### config.mk
export PLATFORM = sky130hd
export DESIGN_NAME = lcg_xorshift_random_source
export DESIGN_NICKNAME = d
export VERILOG_FILES = /design/src/lxr_pkg.sv /design/src/lcg_xorshift_random_source.sv /design/src/lxr_ctrl.sv /design/src/lxr_dpath.sv
export SDC_FILE = /design/constraint.sdc
export NUM_CORES = 2
export LEC_CHECK = 0
export BUFFER_PORTS_ARGS = -buffer_cell sky130_fd_sc_hd__clkbuf_2
export CORE_MARGIN = 2
export CORE_UTILIZATION = 40
export CTS_CLUSTER_SIZE = 40
export DETAILED_ROUTE_END_ITERATION = 7
export PLACE_DENSITY = 0.57
export SLEW_MARGIN = 20
export SYNTH_ARGS = -nofsm -noshare
export SYNTH_HDL_FRONTEND = slang
export SYNTH_HIERARCHICAL = 1
export SYNTH_SLANG_ARGS = --single-unit
### constraint.sdc
create_clock -name clk -period 9.25 [get_ports clk]
set_input_delay 2.3125 -clock clk [delete_from_list [all_inputs] [get_ports clk]]
set_output_delay 2.3125 -clock clk [all_outputs]
set_load 0.03 [all_outputs]
### src/lxr_pkg.sv
// Package: shared types and constants for the combined congruential/xorshift source.
`timescale 1ns / 1ps
package lxr_pkg;

  localparam logic [31:0] LCG_MUL   = 32'd69069;
  localparam logic [31:0] LCG_ADD   = 32'd123;
  localparam logic [31:0] XS_INIT   = 32'd362436069;
  localparam logic [31:0] SEED_INIT = 32'd2282008;
  localparam int unsigned XS_SH_A   = 13;
  localparam int unsigned XS_SH_B   = 17;
  localparam int unsigned XS_SH_C   = 5;

  typedef struct packed {
    logic        [31:0] limit;
    logic signed [31:0] lower_bound;
    logic signed [31:0] upper_bound;
  } lxr_in_t;

  typedef struct packed {
    logic        [31:0] raw_word;
    logic        [31:0] bounded_value;
    logic signed [31:0] ranged_value;
  } lxr_out_t;

  // Controller to datapath commands
  typedef struct packed {
    logic capture;   // take inputs, advance both generator words
    logic sum;       // form raw word and range span
    logic mul_bnd;   // multiply raw word by limit
    logic mul_rng;   // multiply raw word by span magnitude
    logic load_out;  // fill output register
  } lxr_cmd_t;

  typedef enum logic [4:0] {
    ST_IDLE = 5'b00001,
    ST_SUM  = 5'b00010,
    ST_MULB = 5'b00100,
    ST_MULR = 5'b01000,
    ST_FIN  = 5'b10000
  } lxr_state_t;

endpackage

### src/lcg_xorshift_random_source.sv
// Top level: combined congruential/xorshift random source with scaled results.
`timescale 1ns / 1ps
// Each accepted transaction advances a 32-bit congruential word (x = 69069x + 123)
// and a 32-bit xorshift word (13/17/5) once and returns their sum as raw_word,
// plus the bounded value (raw_word*limit)>>32 and the ranged value
// lower_bound + trunc(raw_word*(upper_bound-lower_bound+1)/2^32), wrapped to 32 bits.
// Both words advance on the accepting edge. The sum, two passes through the single
// shared 32x32 multiplier and the output load then follow in order, the load waiting
// while an earlier result is still untaken. In_ready returns the cycle after the output
// load, so a new transaction is taken only once the last one has been loaded.
// The finished result sits in an output register, so the next transaction is
// accepted while it waits to be taken. A write on cfg_we loads the congruential
// word from cfg_wdata and reloads the xorshift word; write it only while idle.
module lcg_xorshift_random_source
  import lxr_pkg::*;
(
  input  logic        clk,
  input  logic        rst_n,
  input  logic        cfg_we,
  input  logic [31:0] cfg_wdata,
  input  logic        in_valid,
  output logic        in_ready,
  input  lxr_in_t     in_data,
  output logic        out_valid,
  input  logic        out_ready,
  output lxr_out_t    out_data
);

  lxr_cmd_t cmd;

  // Sequence the steps and hold the result until taken
  lxr_ctrl u_ctrl (
    .clk       (clk),
    .rst_n     (rst_n),
    .in_valid  (in_valid),
    .in_ready  (in_ready),
    .out_valid (out_valid),
    .out_ready (out_ready),
    .cmd       (cmd)
  );

  // Generator state, arithmetic and output payload
  lxr_dpath u_dpath (
    .clk       (clk),
    .rst_n     (rst_n),
    .cfg_we    (cfg_we),
    .cfg_wdata (cfg_wdata),
    .in_data   (in_data),
    .cmd       (cmd),
    .out_data  (out_data)
  );

endmodule

### src/lxr_ctrl.sv
// Controller: sequences one transaction through the datapath and owns the output valid.
`timescale 1ns / 1ps
module lxr_ctrl
  import lxr_pkg::*;
(
  input  logic     clk,
  input  logic     rst_n,
  input  logic     in_valid,
  output logic     in_ready,
  output logic     out_valid,
  input  logic     out_ready,
  output lxr_cmd_t cmd
);

  lxr_state_t state_r, state_nxt;
  logic       out_valid_r, out_valid_nxt;
  logic       out_free;

  assign out_free = !out_valid_r || out_ready;

  always_comb begin
    state_nxt     = state_r;
    cmd           = '0;
    out_valid_nxt = out_valid_r && !out_ready;
    unique case (state_r)
      ST_IDLE: begin
        if (in_valid) begin
          cmd.capture = 1'b1;
          state_nxt   = ST_SUM;
        end
      end
      ST_SUM: begin
        cmd.sum   = 1'b1;
        state_nxt = ST_MULB;
      end
      ST_MULB: begin
        cmd.mul_bnd = 1'b1;
        state_nxt   = ST_MULR;
      end
      ST_MULR: begin
        cmd.mul_rng = 1'b1;
        state_nxt   = ST_FIN;
      end
      ST_FIN: begin
        if (out_free) begin
          cmd.load_out  = 1'b1;
          out_valid_nxt = 1'b1;
          state_nxt     = ST_IDLE;
        end
      end
      default: begin
        state_nxt = ST_IDLE;
      end
    endcase
  end

  always_ff @(posedge clk) begin
    if (!rst_n) begin
      state_r     <= ST_IDLE;
      out_valid_r <= 1'b0;
    end else begin
      state_r     <= state_nxt;
      out_valid_r <= out_valid_nxt;
    end
  end

  assign in_ready  = (state_r == ST_IDLE);
  assign out_valid = out_valid_r;

endmodule

### src/lxr_dpath.sv
// Datapath: generator words, shared 32x32 multiplier and output register.
`timescale 1ns / 1ps
module lxr_dpath
  import lxr_pkg::*;
(
  input  logic        clk,
  input  logic        rst_n,
  input  logic        cfg_we,
  input  logic [31:0] cfg_wdata,
  input  lxr_in_t     in_data,
  input  lxr_cmd_t    cmd,
  output lxr_out_t    out_data
);

  logic [31:0] x_r, y_r, x_nxt, y_nxt;
  logic [31:0] y_t1, y_t2;
  logic [31:0] lim_r, lo_r, hi_r;
  logic [31:0] s_r, bnd_r, q_r;
  logic [32:0] mag_r;
  logic        neg_r;
  logic [33:0] span;
  logic [33:0] span_abs;
  logic [31:0] mul_b;
  logic [63:0] prod;
  logic [31:0] ranged;
  lxr_out_t    out_r;

  // Generator step
  assign x_nxt = 32'(LCG_MUL * x_r + LCG_ADD);
  assign y_t1  = y_r ^ (y_r << XS_SH_A);
  assign y_t2  = y_t1 ^ (y_t1 >> XS_SH_B);
  assign y_nxt = y_t2 ^ (y_t2 << XS_SH_C);

  always_ff @(posedge clk) begin
    if (!rst_n) begin
      x_r <= SEED_INIT;
      y_r <= XS_INIT;
    end else if (cfg_we) begin
      x_r <= cfg_wdata;
      y_r <= XS_INIT;
    end else if (cmd.capture) begin
      x_r <= x_nxt;
      y_r <= y_nxt;
    end
  end

  // 34-bit signed span; magnitude never exceeds 2^32
  assign span     = {{2{hi_r[31]}}, hi_r} - {{2{lo_r[31]}}, lo_r} + 34'd1;
  assign span_abs = span[33] ? (34'd0 - span) : span;

  assign mul_b = cmd.mul_rng ? mag_r[31:0] : lim_r;
  assign prod  = 64'(s_r) * 64'(mul_b);

  assign ranged = neg_r ? (lo_r - q_r) : (lo_r + q_r);

  always_ff @(posedge clk) begin
    if (cmd.capture) begin
      lim_r <= in_data.limit;
      lo_r  <= in_data.lower_bound;
      hi_r  <= in_data.upper_bound;
    end
    if (cmd.sum) begin
      s_r   <= x_r + y_r;
      mag_r <= span_abs[32:0];
      neg_r <= span[33];
    end
    if (cmd.mul_bnd) begin
      bnd_r <= prod[63:32];
    end
    if (cmd.mul_rng) begin
      // full span of 2^32 scales by exactly one
      q_r <= mag_r[32] ? s_r : prod[63:32];
    end
    if (cmd.load_out) begin
      out_r.raw_word      <= s_r;
      out_r.bounded_value <= bnd_r;
      out_r.ranged_value  <= ranged;
    end
  end

  assign out_data = out_r;

endmodule

Yosys cells after proc, flatten, opt, wreduce, memory -nomap -nowiden
Index checks and enable logic that the tools add are counted.
{"block": "classes", "n_mux": 18, "eq_ne": 7, "n_reduce_logical": 7, "n_mul": 2, "addsub": 7, "n_bitwise": 4}
{"operator": "$mux W32", "n": 5}
{"operator": "$add A32 B32 Y32", "n": 2}
{"operator": "$mul A32 B32 Y64", "n": 1}
{"operator": "$xor A32 B32 Y32", "n": 2}
{"operator": "$add A34 B1 Y34 const B", "n": 1}
{"operator": "$mux W33", "n": 1}
{"operator": "$sub A1 B33 Y33 const A", "n": 1}
{"operator": "$sub A32 B32 Y33", "n": 1}
{"operator": "$add A32 B7 Y32 const B", "n": 1}
{"operator": "$mul A17 B32 Y32 const A", "n": 1}
{"operator": "$sub A32 B32 Y32", "n": 1}
{"operator": "$xor A32 B15 Y32", "n": 1}
{"operator": "$pmux W5 S5", "n": 1}
{"operator": "$mux W5", "n": 2}
{"operator": "$mux W1", "n": 9}
{"operator": "$eq A5 B1 Y1 const B", "n": 1}
{"operator": "$eq A5 B2 Y1 const B", "n": 1}
{"operator": "$eq A5 B3 Y1 const B", "n": 1}
{"operator": "$eq A5 B4 Y1 const B", "n": 1}
{"operator": "$eq A5 B5 Y1 const B", "n": 1}
{"operator": "$logic_not A1 Y1", "n": 2}
{"operator": "$ne A2 B1 Y1 const B", "n": 1}
{"operator": "$ne A2 B2 Y1 const B", "n": 1}
{"operator": "$reduce_and A2 Y1", "n": 1}
{"operator": "other kinds (5)", "n": 5}
{"block": "word_totals", "regBits": 392, "inputBits": 133, "out_inout_bits": 98}

Longest topological paths before layout
{"block": "depth", "word_depth": 5, "mapped_depth": 37, "mapped_depth_nobuf": 32}

Cells and area by module
Netlist, hierarchy kept.
{"mod": "lxr_dpath", "instances": 1, "area_per_inst_um2": 60646.9, "cells_each": 6144}
{"mod": "lxr_ctrl", "instances": 1, "area_per_inst_um2": 336.6, "cells_each": 35}

Least setup slack after synthesis
No wires, ideal clock.
{"block": "synth_path", "path_type": "register -> register", "from": "register u_ctrl.state_r[0]", "to": "register u_dpath.q_r[26] (data pin)", "setup_ns": 0.260, "arrival_time_ns": 9.846, "required_time_ns": 8.990, "stages_incl_launch_ff": 32, "setup_slack_ns": -0.856, "path_cell_list": "dfxtp_1 > nor2_1 > nand3_1 > inv_1 > clkbuf_1 > buf_1 > buf_1 > clkbuf_1 > mux2i_1 > nor2_1 > fa_1 > fa_1 > fa_1 > inv_1 > fa_1 > inv_1 > fa_1 > fa_1 > fa_1 > fa_1 > ha_1 > a21o_1 > a21o_1 > a21oi_1 > nor2_1 > a211oi_1 > and2_1 > o21ai_0 > a2111oi_0 > o31ai_1 > xor2_1 > mux2_2"}
{"element": "start: declaration", "line": "lxr_ctrl.sv:15", "text": "lxr_state_t state_r, state_nxt;"}
{"element": "start signal: assignment", "line": "lxr_ctrl.sv:62", "text": "state_r <= state_nxt;"}
{"element": "end signal: assignment", "line": "lxr_dpath.sv:72", "text": "q_r <= mag_r[32] ? s_r : prod[63:32];"}
{"element": "end: declaration", "line": "lxr_dpath.sv:18", "text": "logic [31:0] s_r, bnd_r, q_r;"}

==> metrics <==
Total Routing Usage GR 23.33%; number of routed nets with antenna violations 0; Final Hold Fails 0; Area growth syn-to-layout 10.36%; final setup vio count 0; final clock skew 0.05100 ns; Die Ht 394.5 microns; fin crit share 97.21%; I/O pins 231; WP data arrival 9.39 ns; Pre-Repair DR Iteration Count 7; DRC 0; PortBufs 230; clk sinks 392; slowest cell on the critical path fa_1; sequential share of the synthesized area 18.15%; startpoint types flop; die footprint 155600 sq um; clock root buffer clkbuf_16; wirelength, routed 181.0 mm; Hold WC Path Type flop to flop; Final WS setup 0.2581 ns; post-place setup slack -0.04403 ns; DP Cell Count 8352; initial antenna violation count 5; synthesized net count 7881; CTS buffer count 47; first-pass GRT wire length 278.8 mm; worst hold slack 0.4177 ns; Critical Path Most Common Cell fa_1; post-synthesis cell type count 102; status completed; Max Fclk 111.2 MHz; placeable core area 151700 sq um; Die X 394.5 microns; Skew-Pair Late Insertion Delay 0.65 ns; Avg Cell Area, Syn 9.869 sq um; Final Max Tran Viols 0; crit path time final 8.992 ns; yosys warns 6; slew margin rel. 25.51%; Worst Path Required 9.65 ns; Row Count 143; top_reg_cell synth edfxtp_1; largest net degree at the start of global routing 73; initial core utilization 40.19%; CTS tree yes; FFs w/ async S/R, synth 0%; final net count 8093; fin util 44.36%; number of synthesized register bits 392; vias in the first global route 46300; Setup crit end kind flop; GRT Residual Overflow 0; non-filler cells, final 8460; H-Tree Level Count 2; routed vias/inst 5.177; Detailed Place HPWL 146.4 mm; number of DRC markers in iteration 0 2841; EDFF count, synth 322; wire per inst 21.39 microns; RSZ-0062 raised after global routing true; max_cap viols 0; crit path kind flop to flop; Tightest Pin Transition 1.107 ns; fraction of layout cells with a size suffix above 1 9.773%; Mapped Area 60980 sq um; Crit Path Max Fanout 25; Cells after Synth 6179; Clk pin slew, worst setup/hold paths 0.06 ns; vias after detailed routing 43800; Placer Congestion 0.9165; critical path's largest stage delay 0.58 ns; maximum clock insertion buffer count 3
-- flip-flops by register name, summed over array words and instances, names as in the netlist --
signal            cells
u_dpath/out_data     96
u_dpath/mag_r        33
u_dpath/bnd_r        32
u_dpath/hi_r         32
u_dpath/lim_r        32
u_dpath/lo_r         32
u_dpath/q_r          32
u_dpath/s_r          32
u_dpath/x_r          32
u_dpath/y_r          32
u_ctrl/state_r        5
u_ctrl/out_valid      1
u_dpath/neg_r         1
-- worst paths after layout --
path,start,end,slack (ns),cells past startpoint
worst min-delay path,u_dpath/bnd_r[3],u_dpath/out_data[35],0.42,0
worst min register to register,u_dpath/bnd_r[3],u_dpath/out_data[35],0.42,0
worst max-delay path,u_ctrl/state_r[0],u_dpath/q_r[27],0.26,32
worst max register to register,u_ctrl/state_r[0],u_dpath/q_r[27],0.26,32
-- cell usage in the layout, fill, tap and decap left out, drive strengths merged, types with 70 or more instances in the layout --
cell / Yosys / layout
inv: 1196 / 1200
clkbuf: 230 / 289
a21o: 93 / 93
o21ai: 125 / 125
xnor2: 216 / 216
xor2: 94 / 94
nand2: 573 / 573
and2: 555 / 555
nor2b: 82 / 82
dfxtp: 70 / 70
nor2: 199 / 199
ha: 521 / 521
fa: 1048 / 1048
a21oi: 192 / 192
edfxtp: 322 / 322
buf: 23 / 179
-- per-stage QoR --
| stage | area, sq um | TNS [ns] |
|---|---|---|
| 2_1_floorplan | 61000 | 0 |
| 6_report | 67300 | 0 |
| 5_1_grt | 67290 | -0.1125 |
| 3_5_place_dp | 65130 | -0.1133 |
| 3_3_place_gp | 65120 | -0.05782 |
| 4_1_cts | 66760 | 0 |
-- cell type report --
| type | count | area [sq um] |
|---|---|---|
| multi-input combinational | 4339 | 44740 |
| antenna | 4 | 10.01 |
| clock buffer | 56 | 1210 |
| fill | 14760 | 84430 |
| sequential | 392 | 11070 |
| clock inverter | 28 | 407.9 |
| timing repair buffer | 412 | 2814 |
| tap | 2030 | 2540 |
| inverter | 1199 | 4504 |
-- logic make-up (layout without fill, tap and decap cells) --
kind of cell    count (synthesis)  in the layout  share of synthesized area, %
other cells                     0              4                             0
xor+xnor                      310            310                         4.483
simple gates                 1695           1695                         14.29
fa+ha+maj                    1569           1569                         45.09
mux                            85             89                         1.508
compound gates                676            676                         7.479
buf+inv                      1452           1695                         8.997
flops                         392            392                         18.15
-- per-layer routing --
layer  wire [microns]  vias to the layer above  GRT usage (%)
met5               27                        -              0
met4             6311                        4          6.448
met3             9215                      252          2.605
met2            87920                     1107          39.76
met1            77510                    22540          31.43
li1                 -                    19900              -
-- worst max-delay path: cells and delay by family (launching register included) --
family | cells | cell delay [ns]
xor gates and xnor gates | 1 | 0.07
and+or+nand+nor | 7 | 1.34
AOI/OAI and AO/OA | 3 | 0.74
adders and majority gates | 9 | 4.35
muxes | 2 | 0.63
DFF | 1 | 0.36
buffers and inverters | 10 | 1.22
-- synthesized netlist by cell type (19+ instances only) --
cell type / instances / area share (%)
a21o_1: 93 / 1.1
xor2_1: 94 / 1.4
nand4_1: 28 / 0.29
dfxtp_1: 70 / 2.3
inv_1: 1195 / 7.4
a31oi_1: 26 / 0.27
mux2i_1: 30 / 0.49
and3_1: 36 / 0.37
o21ai_0: 122 / 1.0
mux2_2: 55 / 1.0
ha_1: 521 / 11
a21oi_1: 191 / 1.6
o21a_1: 21 / 0.26
xnor2_1: 215 / 3.1
fa_1: 1048 / 34
nor2b_1: 81 / 0.83
nand2_1: 573 / 3.5
nand3_1: 49 / 0.40
o21bai_1: 25 / 0.31
edfxtp_1: 322 / 16
a211oi_1: 19 / 0.23
o211ai_1: 25 / 0.31
nor3_1: 48 / 0.39
and2_1: 553 / 5.7
clkbuf_1: 230 / 1.4
nand2b_1: 27 / 0.28
nor2_1: 199 / 1.2
-- what timing repair did --
item,4_1_cts,5_1_grt
endpoints found under the hold margin,0,0
pin swaps,0,16
setup buffers,0,10
hold buffers,0,0
setup endpoints to repair,12,41
cloned,0,7
resized for setup,5,60
Power is not shown: default switching activity piles up to over one toggle a cycle in this logic, so the estimate is an artifact.
